`src/hw/rtl/cpa_pkg.sv`:
```
// ----------------------------------------------------------------------------
// cpa_pkg
// Shared types and codes for the contiguous port allocator: beat layouts,
// opcodes, status codes and the controller/datapath command bundle.
// ----------------------------------------------------------------------------
package cpa_pkg;

    // Request opcodes
    localparam logic [1:0] OP_REGISTER = 2'd0;
    localparam logic [1:0] OP_RELEASE  = 2'd1;
    localparam logic [1:0] OP_APPLY    = 2'd2;
    localparam logic [1:0] OP_QUERY    = 2'd3;

    // Result status codes
    localparam logic STATUS_OK   = 1'b0;
    localparam logic STATUS_FULL = 1'b1;

    // Request beat
    typedef struct packed {
        logic [1:0] opcode;
        logic [2:0] slot_id;
    } t_in_item;

    // Result beat
    typedef struct packed {
        logic       status;
        logic [2:0] assigned_id;
        logic [3:0] port;
        logic [3:0] active_count;
    } t_out_item;

    // Controller to datapath
    typedef struct packed {
        logic latch;       // capture the accepted request
        logic apply_start; // rewind the release walk
        logic apply_step;  // run one queued release
        logic exec;        // finish the request and load the result
    } t_dp_cmd;

    // Datapath to controller
    typedef struct packed {
        logic apply_more;  // queued releases remain in the walk
    } t_dp_status;

endpackage

```
`src/hw/rtl/cpa_datapath.sv`:
```
// ----------------------------------------------------------------------------
// cpa_datapath
// Port table, live and pending counters, release queue and result register.
// Steps are driven one at a time by the controller.
// ----------------------------------------------------------------------------
module cpa_datapath import cpa_pkg::*; #(
    parameter int MAX_IDS     = 8,
    parameter int QUEUE_DEPTH = 8
) (
    input  logic       i_clk,
    input  logic       i_rst_n,
    input  t_dp_cmd    i_cmd,
    output t_dp_status o_status,
    input  t_in_item   i_in_data,
    output t_out_item  o_out_data
);

    localparam int IDX_W = (MAX_IDS > 1) ? $clog2(MAX_IDS) : 1;
    localparam int PW    = $clog2(MAX_IDS + 1);
    localparam int QIW   = (QUEUE_DEPTH > 1) ? $clog2(QUEUE_DEPTH) : 1;
    localparam int QCW   = $clog2(QUEUE_DEPTH + 1);
    localparam int AW    = (PW > QCW) ? PW : QCW;

    // identifier to table index
    function automatic logic [IDX_W-1:0] id_idx(input logic [2:0] id);
        logic [31:0] wide;
        wide = {29'd0, id};
        return wide[IDX_W-1:0];
    endfunction

    // identifier within the table
    function automatic logic id_ok(input logic [2:0] id);
        return ({29'd0, id} < 32'(MAX_IDS));
    endfunction

    logic [PW-1:0]  r_port [MAX_IDS];
    logic [PW-1:0]  n_port [MAX_IDS];
    logic [PW-1:0]  r_live, n_live;
    logic [QCW-1:0] r_pend, n_pend;
    logic [QCW-1:0] r_k, n_k;
    logic [2:0]     r_queue [QUEUE_DEPTH];
    logic [1:0]     r_op;
    logic [2:0]     r_id;
    t_out_item      r_out, n_out;

    logic             q_we;
    logic [2:0]       rel_id;
    logic [PW-1:0]    rel_old;
    logic             rel_hit;
    logic [IDX_W-1:0] rel_idx;
    logic             free_found;
    logic [IDX_W-1:0] free_idx;
    logic [PW-1:0]    qry_port;
    logic [PW-1:0]    new_port;
    logic [AW-1:0]    live_w, pend_w, act_w;
    logic [31:0]      act32, port32, aid32;

    // read the queue head of the release walk
    assign rel_id  = r_queue[r_k[QIW-1:0]];
    assign rel_idx = id_idx(rel_id);
    assign rel_old = id_ok(rel_id) ? r_port[rel_idx] : '0;
    assign rel_hit = id_ok(rel_id) && (rel_old != '0);

    // lowest free identifier
    always_comb begin
        free_found = 1'b0;
        free_idx   = '0;
        for (int i = MAX_IDS - 1; i >= 0; i--) begin
            if (r_port[i] == '0) begin
                free_found = 1'b1;
                free_idx   = IDX_W'(i);
            end
        end
    end

    assign qry_port = id_ok(r_id) ? r_port[id_idx(r_id)] : '0;
    assign new_port = r_live + PW'(1);
    assign o_status.apply_more = (r_k < r_pend);

    // next state of table, counters and result
    always_comb begin
        n_port = r_port;
        n_live = r_live;
        n_pend = r_pend;
        n_k    = r_k;
        n_out  = r_out;
        q_we   = 1'b0;
        port32 = '0;
        aid32  = '0;

        if (i_cmd.apply_start) begin
            n_k = '0;
        end

        // release one queued identifier, close the gap above it
        if (i_cmd.apply_step) begin
            n_k = r_k + QCW'(1);
            if (rel_hit) begin
                for (int i = 0; i < MAX_IDS; i++) begin
                    if (IDX_W'(i) == rel_idx) begin
                        n_port[i] = '0;
                    end else if (r_port[i] > rel_old) begin
                        n_port[i] = r_port[i] - PW'(1);
                    end
                end
                if (r_live != '0) begin
                    n_live = r_live - PW'(1);
                end
            end
        end

        if (i_cmd.exec) begin
            n_out.status      = STATUS_OK;
            n_out.assigned_id = '0;
            n_out.port        = '0;
            case (r_op)
                OP_REGISTER: begin
                    if (free_found) begin
                        n_live           = new_port;
                        n_port[free_idx] = new_port;
                        aid32            = 32'(free_idx);
                        port32           = 32'(new_port);
                        n_out.assigned_id = aid32[2:0];
                        n_out.port        = port32[3:0];
                    end else begin
                        n_out.status = STATUS_FULL;
                    end
                end
                OP_RELEASE: begin
                    if (r_pend >= QCW'(QUEUE_DEPTH)) begin
                        n_out.status = STATUS_FULL;
                    end else begin
                        q_we   = 1'b1;
                        n_pend = r_pend + QCW'(1);
                    end
                end
                OP_APPLY: begin
                    n_pend = '0;
                end
                OP_QUERY: begin
                    port32     = 32'(qry_port);
                    n_out.port = port32[3:0];
                end
                default: begin
                    n_out.status = STATUS_OK;
                end
            endcase
        end

        // active count after the step, held at zero
        live_w = AW'(n_live);
        pend_w = AW'(n_pend);
        act_w  = (live_w > pend_w) ? (live_w - pend_w) : '0;
        act32  = 32'(act_w);
        if (i_cmd.exec) begin
            n_out.active_count = act32[3:0];
        end
    end

    // control state
    always_ff @(posedge i_clk) begin
        if (!i_rst_n) begin
            for (int i = 0; i < MAX_IDS; i++) begin
                r_port[i] <= '0;
            end
            r_live <= '0;
            r_pend <= '0;
            r_k    <= '0;
        end else begin
            r_port <= n_port;
            r_live <= n_live;
            r_pend <= n_pend;
            r_k    <= n_k;
        end
    end

    // payload: request latch, queue and result
    always_ff @(posedge i_clk) begin
        if (i_cmd.latch) begin
            r_op <= i_in_data.opcode;
            r_id <= i_in_data.slot_id;
        end
        if (q_we) begin
            r_queue[r_pend[QIW-1:0]] <= r_id;
        end
        r_out <= n_out;
    end

    assign o_out_data = r_out;

endmodule

```
`src/hw/rtl/cpa_ctrl.sv`:
```
// ----------------------------------------------------------------------------
// cpa_ctrl
// Sequencer for the allocator: takes one request, walks the release queue
// on apply, then hands the result to the output register.
// ----------------------------------------------------------------------------
module cpa_ctrl import cpa_pkg::*; (
    input  logic       i_clk,
    input  logic       i_rst_n,
    input  logic       i_in_valid,
    input  logic [1:0] i_opcode,
    output logic       o_in_ready,
    output logic       o_out_valid,
    input  logic       i_out_ready,
    output t_dp_cmd    o_cmd,
    input  t_dp_status i_status
);

    typedef enum logic [1:0] {
        S_IDLE,
        S_APPLY,
        S_EXEC
    } t_state;

    t_state r_state, n_state;
    logic   r_out_valid, n_out_valid;
    logic   accept;
    logic   out_free;

    assign o_in_ready = (r_state == S_IDLE);
    assign accept     = i_in_valid && o_in_ready;
    assign out_free   = !r_out_valid || i_out_ready;

    // issue datapath commands
    always_comb begin
        o_cmd.latch       = accept;
        o_cmd.apply_start = accept && (i_opcode == OP_APPLY);
        o_cmd.apply_step  = (r_state == S_APPLY) && i_status.apply_more;
        o_cmd.exec        = (r_state == S_EXEC) && out_free;
    end

    // advance the sequence
    always_comb begin
        n_state = r_state;
        case (r_state)
            S_IDLE: begin
                if (accept) begin
                    n_state = (i_opcode == OP_APPLY) ? S_APPLY : S_EXEC;
                end
            end
            S_APPLY: begin
                if (!i_status.apply_more) begin
                    n_state = S_EXEC;
                end
            end
            S_EXEC: begin
                if (out_free) begin
                    n_state = S_IDLE;
                end
            end
            default: begin
                n_state = S_IDLE;
            end
        endcase
        if (o_cmd.exec) begin
            n_out_valid = 1'b1;
        end else if (i_out_ready) begin
            n_out_valid = 1'b0;
        end else begin
            n_out_valid = r_out_valid;
        end
    end

    // hold state and result valid
    always_ff @(posedge i_clk) begin
        if (!i_rst_n) begin
            r_state     <= S_IDLE;
            r_out_valid <= 1'b0;
        end else begin
            r_state     <= n_state;
            r_out_valid <= n_out_valid;
        end
    end

    assign o_out_valid = r_out_valid;

endmodule

```
`src/hw/rtl/contiguous_port_allocator.sv`:
```
// ----------------------------------------------------------------------------
// contiguous_port_allocator
// Hands out device identifiers and keeps their port numbers contiguous;
// releases are queued and applied in order on request.
//
//   channel  direction  handshake                     beat
//   request  in         i_in_valid / o_in_ready       t_in_item
//   result   out        o_out_valid / i_out_ready     t_out_item
//
// Register, queue release and query pass the request latch, then load the result
// register once it is free. Apply walks N queued releases one release per cycle
// through the shared port-table update, then loads the result once the walk ends.
// One request is in flight at a time; the next is taken while the result
// still waits in the output register, and a stalled result holds the
// sequencer only at the point of loading the next one.
// Reset is synchronous and clears the port table and counters at once.
// ----------------------------------------------------------------------------
module contiguous_port_allocator import cpa_pkg::*; #(
    parameter int MAX_IDS     = 8,
    parameter int QUEUE_DEPTH = 8
) (
    input  logic      i_clk,
    input  logic      i_rst_n,
    input  logic      i_in_valid,
    output logic      o_in_ready,
    input  t_in_item  i_in_data,
    output logic      o_out_valid,
    input  logic      i_out_ready,
    output t_out_item o_out_data
);

    t_dp_cmd    dp_cmd;
    t_dp_status dp_status;

    // sequencer
    cpa_ctrl u_ctrl (
        .i_clk       (i_clk),
        .i_rst_n     (i_rst_n),
        .i_in_valid  (i_in_valid),
        .i_opcode    (i_in_data.opcode),
        .o_in_ready  (o_in_ready),
        .o_out_valid (o_out_valid),
        .i_out_ready (i_out_ready),
        .o_cmd       (dp_cmd),
        .i_status    (dp_status)
    );

    // table, queue and result register
    cpa_datapath #(
        .MAX_IDS     (MAX_IDS),
        .QUEUE_DEPTH (QUEUE_DEPTH)
    ) u_dp (
        .i_clk      (i_clk),
        .i_rst_n    (i_rst_n),
        .i_cmd      (dp_cmd),
        .o_status   (dp_status),
        .i_in_data  (i_in_data),
        .o_out_data (o_out_data)
    );

endmodule

```
`config.mk`:
```
export PLATFORM = sky130hd
export DESIGN_NAME = contiguous_port_allocator
export DESIGN_NICKNAME = d
export VERILOG_FILES = /design/src/hw/rtl/cpa_pkg.sv /design/src/hw/rtl/cpa_datapath.sv /design/src/hw/rtl/cpa_ctrl.sv /design/src/hw/rtl/contiguous_port_allocator.sv
export SDC_FILE = /design/constraint.sdc
export NUM_CORES = 1
export LEC_CHECK = 0
export ABC_CLOCK_PERIOD_IN_PS = 4650
export BUFFER_PORTS_ARGS = -buffer_cell sky130_fd_sc_hd__buf_2
export CORE_AREA = 2 2 111 113
export CTS_CLUSTER_DIAMETER = 60
export DETAILED_ROUTE_END_ITERATION = 7
export DIE_AREA = 0 0 113 115
export GPL_TIMING_DRIVEN = 0
export PLACE_DENSITY_LB_ADDON = 0.05
export SETUP_SLACK_MARGIN = 0.2
export SLEW_MARGIN = 5
export SYNTH_ARGS = -nofsm -noshare
export SYNTH_HDL_FRONTEND = slang
export SYNTH_SLANG_ARGS = --single-unit
```
`constraint.sdc`:
```
create_clock -name i_clk -period 4.65 [get_ports i_clk]
set_clock_uncertainty 0.15 [all_clocks]
set_input_delay 0.2325 -clock i_clk [delete_from_list [all_inputs] [get_ports i_clk]]
set_output_delay 0.2325 -clock i_clk [all_outputs]
set_load 0.02 [all_outputs]
```
==> results.md <==
- Setup TNS: 0 ns
- Post-synth EDFFs: 41
- Crit path kind: reg -> reg
- Row count: 40
- Average wire per standard cell: 23.2 um
- Setup-failing EPs final: 0
- Worst hold margin: 0.0517 ns
- Worst Min Path Start: i_out_ready
- Slew HR: 9.93%
- Hold WC Path Type: in -> reg
- Slowest cell on crit path: or4_1
- Total power density per cell area: 265 mW/mm^2
- GRT Residual Overflow: 0
- IO Count: 23
- Final Hold Viols: 0
- Hold Path Stages: 3
- Flop pwr share: 46.3%
- Register area share after synthesis: 35.8%
- P&R area growth vs syn: 14.1%
- Gp weighted congestion: 0.976
- Synth warn: 0
- CTS tree: built
- Syn_area_per_cell: 9.35 sq um
- Capturing point of the worst reg2reg path: u_dp.o_out_data[2]$_SDFFCE_PP0P_
- Multi-input gate area: 0.00384 sq mm
- Synth cell types: 62
- Synth top area share: 19.7%
- Antenna-violating nets left: 0
- Drt pass-1 iters: 6
- Ys async rst share: 0%
- Fill cells: 1049
- Synth area leader: edfxtp_1
- DRT iter0 DRCs: 710
- Vias post-DR: 5860
- Sink Count: 91
- Crit-path cells: buf_6 > mux2i_1 > mux4_2 > buf_6 > buf_4 > mux2i_1 > a22oi_1 > nand2_4 > a41o_2 > or4_1 > a31oi_1 > ha_1 > a21oi_1 > a41o_1 > nor2_1
- Sw Pwr: 0.559 mW
- Final worst path period need: 4.30 ns
- Total GRT Usage: 31.9%
- Die X: 113 um
- Reg2reg setup slack: 0.35 ns
- Leading post-synthesis cells by cell area: edfxtp_1 20%, dfxtp_1 16%, ha_1 11%
- Largest net degree at the start of global routing: 22
- DP HPWL: 14600 um
- Post-Syn Instances: 667
- Storage element area: 0.00223 sq mm
- Number of global-route vias before repair: 5632
- Unrepaired setup endpoints after global routing: false
- Startpoint Class: register
- #FFs+latches synth: 91
- Die Y: 115 um
- # diodes: 0
- Clock transition at the registers of the reported paths: 0.07 ns
- Critical path endpoint category: register
- Vias per std cell: 6.73
- TritonCTS Buffers: 9
- Max Slew Vio Count: 0
- VDD IR max: 161 uV
- Lkg Pwr: 2.65 nW
- Top_reg_cell synth: dfxtp_1
- Share of cells above drive strength 1: 14.1%
- Port Buffers: 21
- Endpoint, Worst Hold: u_ctrl.o_out_valid$_SDFFE_PN0P_
- Worst Reg-to-Reg Cells: 15
- Critical path peak fanout: 10
- Tcrit/Tclk final: 92.5%
- Clock tree buffer depth: 2
- Max capacitance violation total: 0
- Family with the most delay on the worst path: compound AO/OA/AOI/OAI gates
- Drc violations: 0
- First-pass GRT wire length: 31400 um
- Data required, critical path: 4.61 ns
- Core box area: 0.0118 sq mm
- Cell-internal power: 1.32 mW
- Final wirelength: 20200 um
- Status: finished, final reports clean
- Cell Area, Synth: 0.00624 sq mm
- Root buf cell: clkbuf_16
- Worst slew pin tran: 1.34 ns
- Syn Nets: 733
- Switching share of power: 29.7%
- Gate power share: 14.2%
- Nets: 785
- Initial core utilization: 52.8%
- Clock share of power: 39.5%
- Clk_lat worst skew: 0.36 ns
- Buf+Inv Stages, Crit Path: 3
- Die area: 0.0130 sq mm
- Peak Freq: 232 MHz
- Initial antenna violation count: 0
- Delay of the slowest critical-path stage: 0.52 ns
- H-tree Lvls: 3
- CP arrival: 4.27 ns
-- final cells by class --
class	count	share of cell area, %
sequential	91	31.4
tap	147	2.58
inverter	39	2.11
multi-input combinational	515	54.0
clock inverter	7	0.967
timing repair buffer	40	3.83
buffer	23	1.93
clock buffer	9	3.17
-- Yosys cell counts, types with 19 or more instances --
| master | n |
|---|---|
| a21oi_1 | 26 |
| dfxtp_1 | 50 |
| edfxtp_1 | 41 |
| ha_1 | 56 |
| inv_1 | 37 |
| nand2_1 | 44 |
| nand3_1 | 26 |
| nor2_1 | 57 |
| nor3_1 | 19 |
| o211ai_1 | 24 |
| o21a_1 | 21 |
| o21ai_0 | 39 |
-- cells in the final DEF, fill, tap and decap left out, drive strengths merged, types with 14 or more instances in the layout --
| cell type | netlist | routed |
|---|---|---|
| o21a | 21 | 21 |
| nand4 | 17 | 17 |
| nor2 | 57 | 57 |
| a21oi | 26 | 26 |
| dfxtp | 50 | 50 |
| inv | 37 | 39 |
| a31oi | 14 | 14 |
| o21ai | 40 | 40 |
| edfxtp | 41 | 41 |
| buf | 12 | 46 |
| mux2i | 19 | 19 |
| nor2b | 14 | 14 |
| o211ai | 24 | 24 |
| ha | 56 | 56 |
| nor3 | 19 | 19 |
| clkbuf | 11 | 21 |
| nand2 | 44 | 45 |
| nand3 | 26 | 26 |
-- worst max path at each step --
stage | start | end | cells after the start
CTS | register | u_dp.o_out_data[2]$_SDFFCE_PP0P_ | 19
global route | register | u_dp.o_out_data[2]$_SDFFCE_PP0P_ | 19
global placement | register | u_dp.o_out_data[2]$_SDFFCE_PP0P_ | 17
floorplan | register | u_dp.o_out_data[2]$_SDFFCE_PP0P_ | 19
detailed placement | register | u_dp.o_out_data[2]$_SDFFCE_PP0P_ | 19
finish | register | u_dp.o_out_data[2]$_SDFFCE_PP0P_ | 15
-- per-layer routing --
| layer | vias up | part of all wire [%] | GRT usage, % |
|---|---|---|---|
| met5 | - | 0 | 0 |
| met4 | 0 | 3.1 | 13.2 |
| met3 | 50 | 8.9 | 5.48 |
| met2 | 313 | 45 | 49.6 |
| met1 | 2830 | 43 | 44.5 |
| li1 | 2667 | - | - |
-- power groups by stage --
stage          registers, mW  clock network, mW  logic, mW
2_1_floorplan          0.896                  0      0.159
3_3_place_gp           0.890                  0      0.237
3_5_place_dp           0.890                  0      0.243
4_1_cts                0.872              0.740      0.253
5_1_grt                0.875              0.770      0.292
6_report               0.872              0.743      0.267
-- worst reg2reg max path, cell delays in order (launching register included) --
cell	delay, ns
dfxtp_1	0.36
buf_6	0.17
mux2i_1	0.09
mux4_2	0.49
buf_6	0.17
buf_4	0.20
mux2i_1	0.13
a22oi_1	0.26
nand2_4	0.17
a41o_2	0.40
or4_1	0.52
a31oi_1	0.22
ha_1	0.30
a21oi_1	0.20
a41o_1	0.17
nor2_1	0.06
-- sequential cells by signal, summed over array words and instances, names as in the netlist, named ones only --
name and cells:
u_dp.r_port 32, u_dp.r_queue 24, u_dp.o_out_data 12, u_dp.r_k 4, u_dp.r_live 4, u_dp.r_pend 4
u_dp.r_id 3, u_ctrl.r_state 2, u_dp.r_op 2, u_ctrl.o_out_valid 1
-- metrics by stage --
step           total power, mW  std cells  cell area, sq um  worst slack [ns]  utilization, %
2_1_floorplan             1.05        667              6240             0.635               -
3_3_place_gp              1.13        835              6530            -0.358            55.3
3_5_place_dp              1.13        835              6530            -0.380            55.3
4_1_cts                   1.87        859              6960             0.214            59.0
5_1_grt                   1.94        871              7120             0.194            60.2
6_report                  1.88        871              7120             0.348            60.2
-- repair_timing --
action,4_1_cts,5_1_grt
pin swaps,1,6
resized for setup,14,13
cloned,0,1
hold buffers,5,0
endpoints found under the setup margin,7,8
hold endpoints to repair,5,0
buffers inserted,3,11
-- kinds of logic after synthesis --
logic type	after synthesis	share of synthesized area [%]
AO/OA/AOI/OAI	175	18.7
AND/OR/NAND/NOR	240	19.9
adder cells (fa/ha/maj)	57	11.6
multiplexers	36	8.86
XOR/XNOR	6	0.843
buffers and inverters	62	4.37
flip-flops	91	35.8
Note: power is estimated with default switching activity, not from simulation.
